File: src/rtl/ipq_pkg.sv
// Package of the indexed priority queue: sizes, operation codes, controller types.
// Depends on nothing; the interfaces, datapath, controller, top level and checker import it.
package ipq_pkg;

  localparam int unsigned NUM_EVENTS = 64;
  localparam int unsigned IDX_W      = $clog2(NUM_EVENTS);
  localparam int unsigned OP_W       = 2;
  localparam int unsigned ID_W       = 6;
  localparam int unsigned PRIO_W     = 31;

  localparam logic [OP_W-1:0] OP_INSERT = 2'd0;
  localparam logic [OP_W-1:0] OP_UPDATE = 2'd1;
  localparam logic [OP_W-1:0] OP_POLL   = 2'd2;

  typedef enum logic [1:0] {
    ST_IDLE,
    ST_SCAN,
    ST_DRAIN,
    ST_RESULT
  } ipq_state_e;

  typedef struct packed {
    logic write;
    logic scan_start;
    logic scan_step;
    logic load_out;
  } ipq_cmd_t;

  typedef struct packed {
    logic scan_last;
    logic out_busy;
  } ipq_stat_t;

endpackage

File: src/rtl/ipq_if.sv
// Handshake interfaces for the request and result channels of the queue.
// Depends on ipq_pkg for the field widths.
interface ipq_in_if import ipq_pkg::*; ();
  logic              valid;
  logic              ready;
  logic [OP_W-1:0]   operation;
  logic [ID_W-1:0]   slot_id;
  logic [PRIO_W-1:0] priority_req;

  modport source (output valid, operation, slot_id, priority_req, input ready);
  modport sink   (input valid, operation, slot_id, priority_req, output ready);
endinterface

interface ipq_out_if import ipq_pkg::*; ();
  logic            valid;
  logic            ready;
  logic            found;
  logic [ID_W-1:0] polled_id;

  modport source (output valid, found, polled_id, input ready);
  modport sink   (input valid, found, polled_id, output ready);
endinterface

File: src/rtl/ipq_ram.sv
// Generic simple dual-port RAM with one write port and a registered read port.
// Depends on nothing.
module ipq_ram #(
  parameter int unsigned WIDTH = 8,
  parameter int unsigned DEPTH = 16
) (
  input  logic                     clk_i,
  input  logic                     we_i,
  input  logic [$clog2(DEPTH)-1:0] waddr_i,
  input  logic [WIDTH-1:0]         wdata_i,
  input  logic                     re_i,
  input  logic [$clog2(DEPTH)-1:0] raddr_i,
  output logic [WIDTH-1:0]         rdata_o
);

  logic [WIDTH-1:0] mem_q [DEPTH];
  logic [WIDTH-1:0] rdata_q;

  always_ff @(posedge clk_i) begin
    if (we_i) begin
      mem_q[waddr_i] <= wdata_i;
    end
    if (re_i) begin
      rdata_q <= mem_q[raddr_i];
    end
  end

  assign rdata_o = rdata_q;

endmodule

File: src/rtl/ipq_dp.sv
// Datapath of the queue: valid bits, priority RAM, scan pipeline, result register.
// Depends on ipq_pkg, ipq_if and ipq_ram.
module ipq_dp import ipq_pkg::*; (
  input  logic              clk_i,
  input  logic              rst_ni,
  input  ipq_cmd_t          cmd_i,
  output ipq_stat_t         stat_o,
  input  logic [ID_W-1:0]   slot_id_i,
  input  logic [PRIO_W-1:0] priority_req_i,
  ipq_out_if.source         out_ch
);

  logic [NUM_EVENTS-1:0] valid_q, valid_d;
  logic [IDX_W-1:0]      cnt_q;
  logic                  pv_q;
  logic [IDX_W-1:0]      pidx_q;
  logic                  have_q;
  logic [IDX_W-1:0]      best_idx_q;
  logic [PRIO_W-1:0]     best_prio_q;
  logic [PRIO_W-1:0]     rd_prio;
  logic                  out_valid_q;
  logic                  out_found_q;
  logic [ID_W-1:0]       out_id_q;
  logic                  id_ok;
  logic [IDX_W-1:0]      widx;
  logic                  take_new;

  assign widx  = slot_id_i[IDX_W-1:0];
  assign id_ok = 32'(slot_id_i) < NUM_EVENTS;

  ipq_ram #(
    .WIDTH (PRIO_W),
    .DEPTH (NUM_EVENTS)
  ) u_prio_ram (
    .clk_i   (clk_i),
    .we_i    (cmd_i.write && id_ok),
    .waddr_i (widx),
    .wdata_i (priority_req_i),
    .re_i    (cmd_i.scan_step),
    .raddr_i (cnt_q),
    .rdata_o (rd_prio)
  );

  always_comb begin
    valid_d = valid_q;
    if (cmd_i.write && id_ok) begin
      valid_d[widx] = 1'b1;
    end
    if (cmd_i.load_out && have_q) begin
      valid_d[best_idx_q] = 1'b0;
    end
  end

  assign take_new = pv_q && (!have_q || (rd_prio > best_prio_q));

  always_ff @(posedge clk_i or negedge rst_ni) begin
    if (!rst_ni) begin
      valid_q     <= '0;
      cnt_q       <= '0;
      pv_q        <= 1'b0;
      have_q      <= 1'b0;
      out_valid_q <= 1'b0;
    end else begin
      valid_q <= valid_d;
      pv_q    <= cmd_i.scan_step && valid_q[cnt_q];
      if (cmd_i.scan_start) begin
        cnt_q  <= '0;
        have_q <= 1'b0;
      end else begin
        if (cmd_i.scan_step) begin
          cnt_q <= cnt_q + 1'b1;
        end
        if (take_new) begin
          have_q <= 1'b1;
        end
      end
      if (cmd_i.load_out) begin
        out_valid_q <= 1'b1;
      end else if (out_ch.ready) begin
        out_valid_q <= 1'b0;
      end
    end
  end

  always_ff @(posedge clk_i) begin
    pidx_q <= cnt_q;
    if (take_new) begin
      best_idx_q  <= pidx_q;
      best_prio_q <= rd_prio;
    end
    if (cmd_i.load_out) begin
      out_found_q <= have_q;
      out_id_q    <= have_q ? ID_W'(best_idx_q) : '0;
    end
  end

  assign stat_o.scan_last = cnt_q == IDX_W'(NUM_EVENTS - 1);
  assign stat_o.out_busy  = out_valid_q && !out_ch.ready;

  assign out_ch.valid     = out_valid_q;
  assign out_ch.found     = out_found_q;
  assign out_ch.polled_id = out_id_q;

endmodule

File: src/rtl/ipq_ctrl.sv
// Controller of the queue: accepts requests and sequences the poll scan.
// Depends on ipq_pkg.
module ipq_ctrl import ipq_pkg::*; (
  input  logic            clk_i,
  input  logic            rst_ni,
  input  logic            in_valid_i,
  input  logic [OP_W-1:0] operation_i,
  output logic            in_ready_o,
  input  ipq_stat_t       stat_i,
  output ipq_cmd_t        cmd_o
);

  ipq_state_e state_q, state_d;
  logic       is_write;
  logic       is_poll;

  assign is_write = (operation_i == OP_INSERT) || (operation_i == OP_UPDATE);
  assign is_poll  = operation_i == OP_POLL;

  always_comb begin
    state_d = state_q;
    case (state_q)
      ST_IDLE: begin
        if (in_valid_i && is_poll) begin
          state_d = ST_SCAN;
        end
      end
      ST_SCAN: begin
        if (stat_i.scan_last) begin
          state_d = ST_DRAIN;
        end
      end
      ST_DRAIN: begin
        state_d = ST_RESULT;
      end
      ST_RESULT: begin
        if (!stat_i.out_busy) begin
          state_d = ST_IDLE;
        end
      end
      default: begin
        state_d = ST_IDLE;
      end
    endcase
  end

  always_comb begin
    in_ready_o = 1'b0;
    cmd_o      = '0;
    case (state_q)
      ST_IDLE: begin
        in_ready_o       = 1'b1;
        cmd_o.write      = in_valid_i && is_write;
        cmd_o.scan_start = in_valid_i && is_poll;
      end
      ST_SCAN: begin
        cmd_o.scan_step = 1'b1;
      end
      ST_DRAIN: begin
      end
      ST_RESULT: begin
        cmd_o.load_out = !stat_i.out_busy;
      end
      default: begin
      end
    endcase
  end

  always_ff @(posedge clk_i or negedge rst_ni) begin
    if (!rst_ni) begin
      state_q <= ST_IDLE;
    end else begin
      state_q <= state_d;
    end
  end

endmodule

File: src/rtl/indexed_priority_queue.sv
// Indexed priority queue: an insert or update is written while the controller is idle; a
// poll result comes from a scan that reads one priority RAM entry per cycle, plus any
// wait for the result register to free. After a poll no new request is accepted until
// its result has been loaded into the result register.
// Reset (rst_ni low, asynchronous) clears all valid bits, the controller and the
// result valid flag; no clearing pass follows reset.
module indexed_priority_queue import ipq_pkg::*; (
  input  logic      clk_i,
  input  logic      rst_ni,
  ipq_in_if.sink    in_ch,
  ipq_out_if.source out_ch
);

  ipq_cmd_t  cmd;
  ipq_stat_t stat;

  ipq_ctrl u_ctrl (
    .clk_i       (clk_i),
    .rst_ni      (rst_ni),
    .in_valid_i  (in_ch.valid),
    .operation_i (in_ch.operation),
    .in_ready_o  (in_ch.ready),
    .stat_i      (stat),
    .cmd_o       (cmd)
  );

  ipq_dp u_dp (
    .clk_i          (clk_i),
    .rst_ni         (rst_ni),
    .cmd_i          (cmd),
    .stat_o         (stat),
    .slot_id_i      (in_ch.slot_id),
    .priority_req_i (in_ch.priority_req),
    .out_ch         (out_ch)
  );

endmodule

File: src/flat_wrapper.sv
// flat-port wrapper written by rule: the top's interface ports become plain ports
module indexed_priority_queue_flat import ipq_pkg::*;
  (clk_i, rst_ni, in_ch_valid, in_ch_operation, in_ch_slot_id, in_ch_priority_req, in_ch_ready, out_ch_valid, out_ch_found, out_ch_polled_id, out_ch_ready);
  ipq_in_if in_ch_i ();
  ipq_out_if out_ch_i ();
  input  logic clk_i;
  input  logic rst_ni;
  input wire logic [$bits(in_ch_i.valid)-1:0] in_ch_valid;
  input wire logic [$bits(in_ch_i.operation)-1:0] in_ch_operation;
  input wire logic [$bits(in_ch_i.slot_id)-1:0] in_ch_slot_id;
  input wire logic [$bits(in_ch_i.priority_req)-1:0] in_ch_priority_req;
  output wire logic [$bits(in_ch_i.ready)-1:0] in_ch_ready;
  output wire logic [$bits(out_ch_i.valid)-1:0] out_ch_valid;
  output wire logic [$bits(out_ch_i.found)-1:0] out_ch_found;
  output wire logic [$bits(out_ch_i.polled_id)-1:0] out_ch_polled_id;
  input wire logic [$bits(out_ch_i.ready)-1:0] out_ch_ready;
  assign in_ch_i.valid = in_ch_valid;
  assign in_ch_i.operation = in_ch_operation;
  assign in_ch_i.slot_id = in_ch_slot_id;
  assign in_ch_i.priority_req = in_ch_priority_req;
  assign in_ch_ready = in_ch_i.ready;
  assign out_ch_valid = out_ch_i.valid;
  assign out_ch_found = out_ch_i.found;
  assign out_ch_polled_id = out_ch_i.polled_id;
  assign out_ch_i.ready = out_ch_ready;
  indexed_priority_queue u_core (.clk_i(clk_i), .rst_ni(rst_ni), .in_ch(in_ch_i), .out_ch(out_ch_i));
endmodule
File: config.mk
export PLATFORM = sky130hd
export DESIGN_NAME = indexed_priority_queue_flat
export DESIGN_NICKNAME = d
export VERILOG_FILES = /design/src/rtl/ipq_pkg.sv /design/src/rtl/ipq_if.sv /design/src/rtl/ipq_ram.sv /design/src/rtl/ipq_dp.sv /design/src/rtl/ipq_ctrl.sv /design/src/rtl/indexed_priority_queue.sv /design/src/flat_wrapper.sv
export SDC_FILE = /design/constraint.sdc
export NUM_CORES = 2
export LEC_CHECK = 0
export BUFFER_PORTS_ARGS = -buffer_cell sky130_fd_sc_hd__buf_2
export CORE_UTILIZATION = 33
export CTS_BUF_LIST = sky130_fd_sc_hd__clkbuf_8
export DETAILED_ROUTE_END_ITERATION = 16
export SYNTH_ARGS = -nofsm -noshare
export SYNTH_HDL_FRONTEND = slang
export SYNTH_HIERARCHICAL = 1
export SYNTH_SLANG_ARGS = --single-unit
File: constraint.sdc
create_clock -name clk_i -period 8.7 [get_ports clk_i]
set_clock_uncertainty 0.15 [all_clocks]
set_input_delay 0.435 -clock clk_i [delete_from_list [all_inputs] [get_ports clk_i]]
set_output_delay 0.435 -clock clk_i [all_outputs]
set_load 0.005 [all_outputs]
==> impl_metrics.py <==
metrics = {
    "global_route": {
        "track_usage": 0.165,
        "grt_pass1_wl_mm": 302,
        "antenna_found_initial": 8,
        "grt_pass1_vias": 42200,
        "grt_max_degree": 101,
        "grt-ovfl-total": 0,
    },
    "timing": {
        "fmax_mhz": 217,
        "tns_ns": 0,
        "setup_viol": 0,
        "rsz0062_at_grt": "no",
        "tightest_slew_ns": 1.38,
        "slew_headroom": 0.0711,
        "final_hold_viol_count": 0,
        "slew_viol_final": 0,
        "period_minus_slack_ns": 4.60,
        "fin_crit_sh": 0.529,
    },
    "yosys": {
        "synth.largest_area_cell": "edfxtp_1",
        "yosysUniqueCellTypes": 56,
        "yosysWarnings": 6,
        "syn_avg_cell_area_sq_um": 21.0,
        "synth_flop_cell": "edfxtp_1",
        "netlist_instances": 3935,
        "synth-seq-cells": 2140,
        "netlist_area_sq_um": 82700,
        "synth.most_common_cell": "edfxtp_1",
        "synth_area_leaders": "edfxtp_1 75%, mux4_2 11%, mux2i_1 3.7%",
        "synth_edf_count": 2059,
        "yosysSeqAreaShare": 0.772,
        "synth_top_area_frac": 0.748,
        "synthArstFlopShare": 0.0350,
        "syn-num-nets": 4015,
        "synthTopCellsByCount": "2,059 x edfxtp_1, 407 x mux4_2, 304 x mux2i_1",
    },
    "critical_path": {
        "start_kind": "flip-flop",
        "path_delay_family": "compound AO/OA/AOI/OAI gates",
        "path_cells": "buf_4 -> buf_4 -> mux4_2 -> mux2i_1 -> a21o_1 -> o31ai_1 -> and3_1",
        "cp-end-kind": "flip-flop",
        "slowest_delay_ns": 1.12,
        "cp_num_buf_inv": 2,
        "crit_top_cell": "buf_4",
        "endpoint": "u_core/u_dp/u_prio_ram/rdata_o[9]",
        "crit_cells": 7,
        "rr_endpoint": "u_core/u_dp/u_prio_ram/rdata_o[9]",
        "crit_required_ns": 9.43,
        "crit_start": "u_core/u_dp/cnt_q[0]",
        "crit_type": "reg2reg",
        "crit_fanout": 42,
        "rr_startpoint": "u_core/u_dp/cnt_q[0]",
        "r2r_slack_ns": 4.10,
        "crit_arrival_ns": 5.34,
        "ff2ff_path_depth": 7,
        "cp_slowest_cell": "o31ai_1",
    },
    "placement": {
        "place_inst": 7231,
        "place_congestion": 0.819,
        "dp_hpwl_mm": 117,
        "io_buffers": 51,
    },
    "floorplanning": {
        "rows": 183,
        "core_area_sq_um": 249000,
        "die-area_sq_um": 253000,
        "die_w_um": 503,
        "io_pins": 52,
        "initial_core_util": 0.332,
        "fp.dieH_um": 503,
    },
    "drt": {
        "vias": 41400,
        "wl_mm": 209,
        "dr.pass1.iters": 6,
        "drc": 0,
        "viasPerCell": 5.24,
        "wl_per_cell_um": 26.5,
        "postRouteAntennaNets": 0,
        "drt_iter0_markers": 4283,
    },
    "power": {
        "combPwrFrac": 0.244,
        "finalPower_mw": 26.4,
        "p_sw_mw": 7.86,
        "internal-power_mw": 18.5,
        "p_clk_frac": 0.302,
        "power_density_nw_per_um2": 279,
        "leakagePower_nw": 30.6,
        "power_frac_seq": 0.453,
        "ir_worst_vdd_v": 0.000188,
        "swShare": 0.298,
    },
    "finish": {
        "area_delta_synth_final_pct": 14.1,
        "seq_area_sq_um": 63800,
        "fin_cells": 7906,
        "fill_cells": 22400,
        "drive_above_1_share": 0.239,
        "final_nets": 4390,
        "multi_input_area_sq_um": 18200,
    },
    "job": {
        "maxCapViolations": 0,
    },
    "min_path": {
        "min_path_cells": 0,
        "hp-class": "reg2reg",
    },
    "cts": {
        "clkTransAtPathRegs_ns": 0.06,
        "ctsHoldBuffers": 46,
        "clock-root-buffer": "clkbuf_8",
        "cts_tree": "done",
        "cts_max_level": 5,
        "clockBufferDepth": 4,
        "cts_buffers": 361,
        "cts-resized-gates": 0,
        "cts_setup_buffers": 0,
        "clk-insertion-delay-late_ns": 1.05,
        "cts.sinks": 2140,
    },
    "outcome": {
        "status": "complete, no violations",
    },
}
## kinds of logic (layout without fill, tap and decap cells)
kind of cell | after synthesis | in the layout | share of synthesized area
adder cells (fa/ha/maj) | 37 | 37 | 0.00560
XOR/XNOR | 5 | 5 | 0.000530
buffers and inverters | 253 | 889 | 0.0146
flip-flops | 2140 | 2140 | 0.772
other | 0 | 5 | 0
multiplexers | 733 | 733 | 0.153
AO/OA/AOI/OAI | 506 | 506 | 0.0383
AND/OR/NAND/NOR | 261 | 261 | 0.0160
## worst min-delay path by stage
| stage | start | endpoint | slack (ns) |
|---|---|---|---|
| floorplan | rst_ni | u_core/u_ctrl/state_q[0] | -0.01 |
| global placement | u_core/u_dp/pidx_q[3] | u_core/u_dp/best_idx_q[3] | 0.24 |
| detailed placement | u_core/u_dp/pidx_q[1] | u_core/u_dp/best_idx_q[1] | 0.24 |
| CTS | out_ch_ready | u_core/u_dp/out_ch.valid | 0.15 |
| global route | out_ch_ready | u_core/u_dp/out_ch.valid | 0.25 |
| finish | u_core/u_dp/pidx_q[1] | u_core/u_dp/best_idx_q[1] | 0.25 |
## power groups by stage
stage | logic (mW) | registers, mW | clock network (mW)
2_1_floorplan | 4.65 | 11.9 | 0
3_3_place_gp | 6.46 | 12.2 | 0
3_5_place_dp | 6.49 | 12.2 | 0
4_1_cts | 6.52 | 12.0 | 8.16
5_1_grt | 6.83 | 12.0 | 8.58
6_report | 6.44 | 12.0 | 7.97
## registers in the layout (all words and copies together) (netlist names)
signal and flops:
u_core/u_ctrl/state_q 2, u_core/u_dp/best_idx_q 6, u_core/u_dp/best_prio_q 31, u_core/u_dp/cnt_q 6
u_core/u_dp/have_q 1, u_core/u_dp/out_ch.found 1, u_core/u_dp/out_ch.polled_id 6, u_core/u_dp/out_ch.valid 1
u_core/u_dp/pidx_q 6, u_core/u_dp/pv_q 1, u_core/u_dp/u_prio_ram/mem_q 1984, u_core/u_dp/u_prio_ram/rdata_o 31
u_core/u_dp/valid_q 64
## layout make-up
| type | instances | share of cell area |
|---|---|---|
| Clock buffer | 369 | 0.0538 |
| Multi-Input combinational cell | 1542 | 0.193 |
| Tap cell | 3330 | 0.0441 |
| Antenna cell | 5 | 0.000133 |
| Timing Repair Buffer | 229 | 0.0188 |
| Sequential cell | 2140 | 0.676 |
| Clock inverter | 255 | 0.0126 |
| Inverter | 36 | 0.00143 |
## worst register-to-register path: cells and delay by family, from the launching register on
family / cells / cell delay (ns)
flops: 1 / 1.07
buf+inv: 2 / 1.14
mux: 2 / 0.47
simple gates: 1 / 0.28
compound gates: 2 / 1.38
## layout by cell type, fill, tap and decap left out, types with 8 or more instances in the layout
cell	instances
edfxtp_1	2059
mux4_2	407
clkbuf_8	369
mux2i_1	304
inv_1	154
a21oi_1	135
buf_4	130
a22oi_1	104
clkinv_1	97
o22ai_1	85
dfrtp_1	70
nor2_4	63
a31oi_1	55
o21ai_0	55
buf_2	49
dlygate4sd3_1	45
nor2_1	40
ha_1	36
a21o_1	30
and3_1	28
o31ai_1	26
nand2_1	25
clkinv_2	24
nor2b_1	16
mux4_1	14
nor3_1	13
nor3b_1	11
nand3_1	11
nand4_1	10
clkinvlp_4	8
nand2b_1	8
and2_1	8
## through the flow
step | hold WS (ns) | setup slack (ns) | cell area, sq um | utilization
after detailed placement | 0.239 | 3.94 | 87600 | 0.352
after floorplan | -0.0106 | 4.12 | 82700 | -
final | 0.251 | 4.10 | 94400 | 0.379
after CTS | 0.154 | 3.96 | 94400 | 0.379
after global routing | 0.246 | 3.93 | 94400 | 0.379
after global placement | 0.236 | 3.99 | 87600 | 0.352
## routing by layer
metal	wire, um	part of all wire	vias to the layer above	track usage
li1	-	-	17300	-
met3	14300	0.068	355	0.0280
met5	0	0	-	0
met4	6600	0.032	0	0.0599
met2	99500	0.48	1680	0.262
met1	88900	0.42	22100	0.227
Power figures use the tool's default switching activity.
